<file path="src/sv/lru_pkg.sv">
`default_nettype none
package lru_pkg;

  localparam int FRAMES     = 16;
  localparam int FRAME_BITS = $clog2(FRAMES);
  localparam int CNT_BITS   = FRAME_BITS + 1;
  localparam int PAGE_BITS  = 16;
  localparam int COUNT_BITS = 16;

  localparam int IN_BITS  = 16;
  localparam int OUT_BITS = 40;

  localparam logic [CNT_BITS-1:0]   CAP_RESET = CNT_BITS'(4);
  localparam logic [COUNT_BITS-1:0] COUNT_MAX = '1;

  typedef enum logic [1:0] {
    ST_IDLE,
    ST_LOOK,
    ST_UPD
  } lru_state_t;

  // controller to datapath
  typedef struct packed {
    logic load_in;
    logic lookup;
    logic commit;
  } lru_cmd_t;

  // datapath to controller
  typedef struct packed {
    logic out_free;
  } lru_sts_t;

endpackage
`default_nettype wire

</file>
<file path="src/sv/lru_page_replacement_core.sv">
`default_nettype none
// LRU page replacement unit: each transaction on the input stream carries one page
// reference; the unit answers with exactly one result telling whether it faulted, which
// frame now holds the page, which page (if any) was evicted and the saturating fault total.
// Each reference goes first through ST_LOOK, the parallel tag compare over all frames and
// the victim search among frames below the capacity, then through ST_UPD, which updates
// recency ranks, frame contents and the result register. A new reference is accepted only
// once the last one is in ST_UPD and the output is free, in the same cycle a result is
// loaded. The user must write frames_in_use through cfg_we/cfg_wdata only while no
// reference is in flight; the block itself does not enforce this. 0 acts as 1 and values
// above 16 act as 16. Frame state is valid straight out of reset, with no clearing pass.
module lru_page_replacement_core
  import lru_pkg::*;
(
  input  wire logic                clk,
  input  wire logic                rst,
  input  wire logic                cfg_we,
  input  wire logic [CNT_BITS-1:0] cfg_wdata,     // frames_in_use
  input  wire logic                s_axis_tvalid,
  output logic                     s_axis_tready,
  input  wire logic [IN_BITS-1:0]  s_axis_tdata,  // page_number
  output logic                     m_axis_tvalid,
  input  wire logic                m_axis_tready,
  // fault, frame_index[4], evicted_valid, evicted_page[16], fault_count[16], pad[2]
  output logic [OUT_BITS-1:0]      m_axis_tdata
);

  lru_cmd_t cmd;
  lru_sts_t sts;

  lru_ctrl u_ctrl (
    .clk           (clk),
    .rst           (rst),
    .s_axis_tvalid (s_axis_tvalid),
    .s_axis_tready (s_axis_tready),
    .sts           (sts),
    .cmd           (cmd)
  );

  lru_dp u_dp (
    .clk           (clk),
    .rst           (rst),
    .cfg_we        (cfg_we),
    .cfg_wdata     (cfg_wdata),
    .s_axis_tdata  (s_axis_tdata),
    .m_axis_tvalid (m_axis_tvalid),
    .m_axis_tready (m_axis_tready),
    .m_axis_tdata  (m_axis_tdata),
    .cmd           (cmd),
    .sts           (sts)
  );

endmodule
`default_nettype wire

</file>
<file path="src/sv/lru_ctrl.sv">
`default_nettype none
module lru_ctrl
  import lru_pkg::*;
(
  input  wire logic     clk,
  input  wire logic     rst,
  input  wire logic     s_axis_tvalid,
  output logic          s_axis_tready,
  input  wire lru_sts_t sts,
  output lru_cmd_t      cmd
);

  lru_state_t state;
  lru_state_t state_next;

  always_ff @(posedge clk) begin
    if (rst) begin
      state <= ST_IDLE;
    end else begin
      state <= state_next;
    end
  end

  always_comb begin
    state_next = state;
    unique case (state)
      ST_IDLE: begin
        if (s_axis_tvalid) state_next = ST_LOOK;
      end
      ST_LOOK: begin
        state_next = ST_UPD;
      end
      ST_UPD: begin
        if (sts.out_free) begin
          state_next = s_axis_tvalid ? ST_LOOK : ST_IDLE;
        end
      end
      default: state_next = ST_IDLE;
    endcase
  end

  always_comb begin
    s_axis_tready = 1'b0;
    cmd           = '0;
    unique case (state)
      ST_IDLE: begin
        s_axis_tready = 1'b1;
      end
      ST_LOOK: begin
        cmd.lookup = 1'b1;
      end
      ST_UPD: begin
        // next transaction is taken in the same cycle the result is loaded
        s_axis_tready = sts.out_free;
        cmd.commit    = sts.out_free;
      end
      default: ;
    endcase
    cmd.load_in = s_axis_tready && s_axis_tvalid;
  end

endmodule
`default_nettype wire

</file>
<file path="src/sv/lru_dp.sv">
`default_nettype none
module lru_dp
  import lru_pkg::*;
(
  input  wire logic                clk,
  input  wire logic                rst,
  input  wire logic                cfg_we,
  input  wire logic [CNT_BITS-1:0] cfg_wdata,
  input  wire logic [IN_BITS-1:0]  s_axis_tdata,
  output logic                     m_axis_tvalid,
  input  wire logic                m_axis_tready,
  output logic [OUT_BITS-1:0]      m_axis_tdata,
  input  wire lru_cmd_t            cmd,
  output lru_sts_t                 sts
);

  logic [CNT_BITS-1:0]   cap_cfg;
  logic [CNT_BITS-1:0]   cap_eff;
  logic [PAGE_BITS-1:0]  page_in;
  logic [PAGE_BITS-1:0]  frame_page [FRAMES];
  logic [FRAMES-1:0]     frame_valid;
  logic [FRAME_BITS-1:0] rank [FRAMES];
  logic [CNT_BITS-1:0]   filled;
  logic [COUNT_BITS-1:0] fault_total;
  logic [COUNT_BITS-1:0] fault_total_next;

  logic [FRAMES-1:0]     match_vec;
  logic [FRAMES-1:0]     max_vec;
  logic                  hit_any;
  logic [FRAME_BITS-1:0] hit_enc;
  logic [FRAME_BITS-1:0] victim_enc;

  logic                  hit;
  logic [FRAME_BITS-1:0] hit_idx;
  logic [FRAME_BITS-1:0] victim_idx;

  logic                  fill;
  logic [FRAME_BITS-1:0] tgt;
  logic [CNT_BITS-1:0]   old_rank;
  logic                  evict;

  logic                  out_fault;
  logic [FRAME_BITS-1:0] out_frame;
  logic                  out_ev_valid;
  logic [PAGE_BITS-1:0]  out_ev_page;
  logic [COUNT_BITS-1:0] out_count;

  // zero acts as one, anything above the frame count acts as the frame count
  always_comb begin
    if (cap_cfg == '0) begin
      cap_eff = CNT_BITS'(1);
    end else if (cap_cfg > CNT_BITS'(FRAMES)) begin
      cap_eff = CNT_BITS'(FRAMES);
    end else begin
      cap_eff = cap_cfg;
    end
  end

  // tag compare, lowest matching frame wins
  always_comb begin
    hit_enc = '0;
    for (int i = 0; i < FRAMES; i++) begin
      match_vec[i] = frame_valid[i] && (frame_page[i] == page_in);
    end
    for (int i = FRAMES - 1; i >= 0; i--) begin
      if (match_vec[i]) hit_enc = FRAME_BITS'(i);
    end
    hit_any = |match_vec;
  end

  // oldest frame below the capacity; ranks there are distinct
  always_comb begin
    victim_enc = '0;
    for (int i = 0; i < FRAMES; i++) begin
      max_vec[i] = CNT_BITS'(i) < cap_eff;
      for (int j = 0; j < FRAMES; j++) begin
        if (j != i && CNT_BITS'(j) < cap_eff && rank[j] >= rank[i]) max_vec[i] = 1'b0;
      end
    end
    for (int i = FRAMES - 1; i >= 0; i--) begin
      if (max_vec[i]) victim_enc = FRAME_BITS'(i);
    end
  end

  always_comb begin
    fill  = (filled < cap_eff) && (filled < CNT_BITS'(FRAMES));
    evict = !hit && !fill;
    if (hit) begin
      tgt = hit_idx;
    end else if (fill) begin
      tgt = filled[FRAME_BITS-1:0];
    end else begin
      tgt = victim_idx;
    end
    // a newly filled frame is older than every resident one
    old_rank = (hit || evict) ? {1'b0, rank[tgt]} : CNT_BITS'(FRAMES);
    fault_total_next = (fault_total != COUNT_MAX) ? fault_total + 1'b1 : fault_total;
  end

  always_ff @(posedge clk) begin
    if (rst) begin
      cap_cfg     <= CAP_RESET;
      frame_valid <= '0;
      filled      <= '0;
      fault_total <= '0;
      for (int i = 0; i < FRAMES; i++) rank[i] <= '0;
    end else begin
      if (cfg_we) cap_cfg <= cfg_wdata;
      if (cmd.commit) begin
        for (int i = 0; i < FRAMES; i++) begin
          if (FRAME_BITS'(i) == tgt) begin
            rank[i] <= '0;
          end else if (frame_valid[i] && ({1'b0, rank[i]} < old_rank)) begin
            rank[i] <= rank[i] + 1'b1;
          end
        end
        if (!hit) begin
          fault_total <= fault_total_next;
          if (fill) begin
            frame_valid[tgt] <= 1'b1;
            filled           <= filled + 1'b1;
          end
        end
      end
    end
  end

  always_ff @(posedge clk) begin
    if (cmd.load_in) page_in <= s_axis_tdata[PAGE_BITS-1:0];
    if (cmd.lookup) begin
      hit        <= hit_any;
      hit_idx    <= hit_enc;
      victim_idx <= victim_enc;
    end
    if (cmd.commit) begin
      if (!hit) frame_page[tgt] <= page_in;
      out_fault    <= !hit;
      out_frame    <= tgt;
      out_ev_valid <= evict;
      out_ev_page  <= evict ? frame_page[tgt] : '0;
      out_count    <= hit ? fault_total : fault_total_next;
    end
  end

  always_ff @(posedge clk) begin
    if (rst) begin
      m_axis_tvalid <= 1'b0;
    end else if (cmd.commit) begin
      m_axis_tvalid <= 1'b1;
    end else if (m_axis_tready) begin
      m_axis_tvalid <= 1'b0;
    end
  end

  assign sts.out_free = !m_axis_tvalid || m_axis_tready;

  assign m_axis_tdata = {2'b00, out_count, out_ev_page, out_ev_valid, out_frame, out_fault};

endmodule
`default_nettype wire

</file>
<file path="config.mk">
export PLATFORM = sky130hd
export DESIGN_NAME = lru_page_replacement_core
export DESIGN_NICKNAME = d
export VERILOG_FILES = /design/src/sv/lru_pkg.sv /design/src/sv/lru_page_replacement_core.sv /design/src/sv/lru_ctrl.sv /design/src/sv/lru_dp.sv
export SDC_FILE = /design/constraint.sdc
export NUM_CORES = 2
export LEC_CHECK = 0
export ABC_CLOCK_PERIOD_IN_PS = 7100
export BUFFER_PORTS_ARGS = -buffer_cell sky130_fd_sc_hd__buf_4
export CAP_MARGIN = 20
export CORE_UTILIZATION = 40
export CTS_BUF_LIST = sky130_fd_sc_hd__clkbuf_2
export CTS_CLUSTER_SIZE = 25
export DETAILED_ROUTE_END_ITERATION = 7
export GPL_ROUTABILITY_DRIVEN = 0
export GPL_TIMING_DRIVEN = 0
export PLACE_DENSITY_LB_ADDON = 0.08
export SLEW_MARGIN = 20
export SYNTH_ARGS = -nofsm -noshare
export SYNTH_HDL_FRONTEND = slang
export SYNTH_SLANG_ARGS = --single-unit
</file>
<file path="constraint.sdc">
create_clock -name clk -period 7.1 [get_ports clk]
set_input_delay 1.065 -clock clk [delete_from_list [all_inputs] [get_ports clk]]
set_output_delay 1.065 -clock clk [all_outputs]
set_load 0.02 [all_outputs]
</file>
After elaboration in Yosys (flattened, before gate mapping)
Memory sizes are Yosys's and may differ from the RTL's. A register that Yosys moved wholly into a read port is not among the register bits.
Index checks and enable logic that the tools add are counted.
{"block": "word_totals", "memories": 2, "ff_bits": 92, "output_inout_bits": 42, "latchBits": 0, "mem_bits_rw": 320, "mem_bits_ro": 0}
{"memory": "u_dp.frame_page", "depth": 16, "width": 16, "read_ports": 17, "rd_ports_with_merged_regs": 1, "wr": 1, "line_no": "lru_dp.sv:20", "source": "logic [PAGE_BITS-1:0] frame_page [FRAMES];"}
{"memory": "u_dp.rank", "depth": 16, "width": 4, "read_ports": 17, "rd_ports_with_merged_regs": 0, "wr": 16, "line_no": "lru_dp.sv:22", "source": "logic [FRAME_BITS-1:0] rank [FRAMES];"}
{"block": "op_classes", "muxes": 469, "n_addsub": 18, "div": 0, "n_mul": 0, "n_bitwise": 34, "n_shift": 0, "n_lt_le_gt_ge": 277, "reduce_logical": 295, "eq_ne": 36}
{"cell": ">= comparator 4 bit", "n": 240}
{"cell": "two-way mux 1 bit", "n": 397}
{"cell": "logical AND 1 bit", "n": 276}
{"cell": "== test 16 bit", "n": 16}
{"cell": "two-way mux 4 bit", "n": 50}
{"cell": "< comparator 4 x 5 -> 1 bit", "n": 16}
{"cell": "adder 4 x 1 -> 4 bit, second input constant", "n": 16}
{"cell": "< comparator 4 x 5 -> 1 bit, first input constant", "n": 8}
{"cell": "== test 4 bit, first input constant", "n": 8}
{"cell": "two-way mux 16 bit", "n": 2}
{"cell": "bitwise OR 1 bit", "n": 32}
{"cell": "two-way mux 3 bit", "n": 8}
{"cell": "< comparator 3 x 5 -> 1 bit, first input constant", "n": 4}
{"cell": "adder 16 x 1 -> 16 bit, second input constant", "n": 1}
{"cell": "== test 3 x 4 -> 1 bit, first input constant", "n": 4}
{"cell": "!= test 16 bit, second input constant", "n": 1}
{"cell": "bitwise OR 16 bit", "n": 1}
{"cell": "OR reduction 16 bit", "n": 1}
{"cell": "OR reduction 8 bit", "n": 2}
{"cell": "two-way mux 5 bit", "n": 3}
{"cell": "two-way mux 2 bit", "n": 6}
{"cell": "< comparator 1 x 5 -> 1 bit, first input constant", "n": 2}
{"cell": "< comparator 2 x 5 -> 1 bit, first input constant", "n": 2}
{"cell": "== test 2 x 4 -> 1 bit, first input constant", "n": 2}
{"cell": "25 further kinds", "n": 31}

Logic depth before layout (Yosys ltp)
{"block": "depth", "depth_word": 35, "mapped_depth": 23}

By module
From an unflattened synthesis, not the netlist that was laid out.
{"block": "hier_totals", "cells_unflattened": 3716, "hier_area_um2": 34877.2}
{"mod": "lru_dp", "seq_area_each_um2": 12361.9, "area_per_inst_um2": 34757.1, "n_inst": 1, "cells_each": 3703}
{"mod": "lru_ctrl", "seq_area_each_um2": 40.0, "area_per_inst_um2": 120.1, "n_inst": 1, "cells_each": 13}

Least setup slack after synthesis
Ideal clock, no wire load.
{"block": "synth_timing", "path_kind": "reg2reg", "from": "register u_dp.cap_cfg[4]", "to": "memory u_dp.rank[9][0] in the netlist's numbering, enable pin", "synth_period_minus_slack_ps": 5136, "setup_ps": 310, "required_time_ps": 6790, "setup_slack_ps": 1964, "path_stages_with_launch": 22, "n_path_buf": 4, "arrival_ps": 4826, "cell_sequence": "dfxtp_1 buf_2 inv_1 clkbuf_1 nand2_1 ha_1 nor4_1 nand2_1 o311ai_2 nor2_1 inv_1 buf_2 buf_2 mux4_2 o211ai_1 nand3_1 ha_1 a21o_1 a21oi_1 o2111ai_1 o21bai_1 nand2_1"}
{"element": "start, declared", "line_no": "lru_dp.sv:17", "source": "logic [CNT_BITS-1:0] cap_cfg;"}
{"element": "start signal, assigned", "line_no": "lru_dp.sv:108", "source": "if (cfg_we) cap_cfg <= cfg_wdata;"}
{"element": "end, declared", "line_no": "lru_dp.sv:22"}

==> reports/qor.yml <==
run_status:
  status: "complete, no violations"
floorplan:
  core_region_area_um2: 84100
  rows: 106
  io_pins: 68
  die_height_um: 294
  die-width_um: 294
  start_util_pct: 40.6
  dieArea_um2: 86600
global_route:
  grt_start_max_net_pins: 28
  grt_pass1_vias: 29400
  antenna_found_initial: 3
  track_usage_pct: 32.1
  grt_first_pass_wirelength_mm: 200
  overflow: 0
clocking:
  cts_num_sinks: 428
  cts_max_path_buffers: 3
  numCtsBuffers: 116
  insertion_delay_ps: 1280
  cts_setup_buffers: 0
  clkTransAtPathRegs_ps: 130
  htreeDepth: 3
  clock-root-buffer: "clkbuf_2"
  cts_tree: "yes"
flow_run:
  cap_violations: 0
synth:
  synth_edf_count: 383
  synth-main-ff-cell: "edfxtp_1"
  ys_types: 82
  synth.top_cells.by_area: "edfxtp_1 34%, ha_1 20%, xnor2_1 6.1%"
  synth_warnings: 0
  ys_seq_area_share_pct: 36.3
  yosysTopAreaCellShare_pct: 33.7
  yosys.area.top_type: "edfxtp_1"
  synth.most_common_cell: "ha_1"
  netlist_area_um2: 34200
  synthTopCellsByCount: "550 x ha_1, 383 x edfxtp_1, 238 x xnor2_1"
  syn_avg_cell_area_um2: 10.5
  syn_inst: 3254
  async_reset_ff_share_pct: 0
  synth_seq_cells: 428
routing:
  vias_per_cell: 6.19
  first_pass_iters: 7
  initialDrtViolationCount: 2740
  ant_nets: 0
  drcViolationCount: 0
  wl_per_cell_um: 29.7
  num_vias: 29200
  wl_mm: 140
finish:
  fin_util_pct: 45.3
  layout-drive-gt1-share_pct: 12.4
  syn_to_final_growth_pct: 11.4
  fin_nets: 4060
  nFillCells: 8063
  regArea_um2: 12400
  multi_input_area_um2: 21100
  instances_no_fill: 4718
  finalInstanceArea_um2: 38100
power:
  leakage_nw: 14.8
  ir_worst_vdd_uv: 127
  pwr_density_cell_nw_per_um2: 164
  total_power_mw: 6.25
worst_setup_path:
  crit_buf_inv: 4
  arrival_ps: 7700
  critPathSlowestCell: "clkbuf_1"
  rrSetupSlack_ps: 270
  end_kind: "flop"
  path_class: "flop to flop"
  cp_max_fo: 16
  cp_top_family: "compound AO/OA/AOI/OAI gates"
  required_ps: 7970
  critPathLaunchType: "flop"
  cp_common_cell: "nand2_1"
  cpPeakStageDelay_ps: 570
  path_cells: "buf_2, clkbuf_1, nand2_1, ha_1, nand2_1, a221oi_4, o22ai_2, a221oi_4, clkbuf_1, clkbuf_2, nand2_1, o211ai_1, nand3_4, ha_1, a21o_1, a21oi_1, o2111ai_1, o21bai_2, nand2_1"
placement:
  place_hpwl_mm: 106
  dp_slack_ps: -1240
  io_buffers: 63
  dpl_cell_area_um2: 36500
  dp.cells: 4478
sta:
  tightest_slew_ps: 1260
  fin_crit_sh_pct: 96.2
  relSlewSlack_pct: 15.8
  rsz0062_at_grt: "false"
  setup_tns_ps: 0
  maxClockFrequency_ghz: 0.146
  min_period_ps: 6830
  slew_viol_final: 0
  whs_ps: 192
  setup_viol: 0
  skew_ps: 199
  fin_ws_ps: 270
  finalHoldViolCount: 0
worst_hold_path:
  hp-class: "primary input to flop"
## layout by cell type, fill, tap and decap left out, types with 148 or more instances in the layout
master,Yosys,final
o21ai_0,148,148
xnor2_1,238,238
clkbuf_2,0,173
edfxtp_1,383,383
nand2_1,174,174
nand4_1,177,177
nor2_1,187,171
a21oi_1,212,211
ha_1,550,550
nor2b_1,149,149
## power by group
| part | internal (mW) | total [mW] | leakage (nW) | switching [mW] |
|---|---|---|---|---|
| logic | 0.488 | 1.34 | 9.95 | 0.854 |
| clock network | 0.881 | 2.01 | 0.889 | 1.13 |
| registers | 2.77 | 2.89 | 3.94 | 0.121 |
## routing by layer
| metal | global-route usage (%) | share of wire (%) | up-vias |
|---|---|---|---|
| met5 | 0 | 0 | - |
| met4 | 23.2 | 8.2 | 0 |
| met3 | 5.51 | 7.0 | 513 |
| met2 | 53.0 | 46 | 1475 |
| met1 | 37.7 | 38 | 14300 |
| li1 | - | - | 12900 |
## worst paths after layout
check	cells past startpoint	to	startpoint
worst max-delay path	19	u_dp.rank[6][3]$_SDFFCE_PN0P_	u_dp.cap_cfg[1]$_SDFFE_PP0P_
worst min-delay path	3	u_dp.cap_cfg[4]$_SDFFE_PP0P_	cfg_wdata[4]
worst max register to register	19	u_dp.rank[6][3]$_SDFFCE_PN0P_	u_dp.cap_cfg[1]$_SDFFE_PP0P_
worst min register to register	1	u_ctrl.state[1]$_SDFFE_PP0P_	u_ctrl.state[0]$_SDFFE_PP0P_
## state kept, by name (all words and copies together), names as in the netlist
name	count
u_ctrl.state	2
u_dp.cap_cfg	5
u_dp.fault_total	16
u_dp.filled	5
u_dp.frame_page	256
u_dp.frame_valid	16
u_dp.hit	1
u_dp.hit_idx	4
u_dp.m_axis_tvalid	1
u_dp.out_count	16
u_dp.out_ev_page	16
u_dp.out_ev_valid	1
u_dp.out_fault	1
u_dp.out_frame	4
u_dp.page_in	16
u_dp.rank	64
u_dp.victim_idx	4
## cells by family after synthesis
family                     after synthesis  share of synthesized area, %
adders and majority gates              550                          20.1
AOI/OAI and AO/OA                      591                          10.9
buffers and inverters                  203                          2.37
and+or+nand+nor                       1087                          17.1
xor gates and xnor gates               310                          7.95
muxes                                   84                          5.25
DFF                                    428                          36.3
other                                    1                        0.0110
## area by class of cell
type / count / area share [%]
multi-input combinational: 2624 / 55.3
sequential: 428 / 32.6
tap: 1134 / 3.73
timing repair buffer: 112 / 3.03
clock buffer: 171 / 2.25
buffer: 113 / 1.27
clock inverter: 44 / 0.937
inverter: 89 / 0.878
antenna: 3 / 0.0197
## timing repair
| item | in CTS | in global routing |
|---|---|---|
| setup endpoints to repair | 128 | 80 |
| hold buffers | 20 | 0 |
| pin swaps | 0 | 1 |
| resized for setup | 7 | 6 |
| endpoints found under the hold margin | 20 | 0 |
| cloned | 0 | 0 |
## worst min-delay path, stage by stage
cell and delay, ps:
buf_4 80, mux2i_1 170, nor2_1 120
No activity file was read; power rests on OpenSTA's default activity.
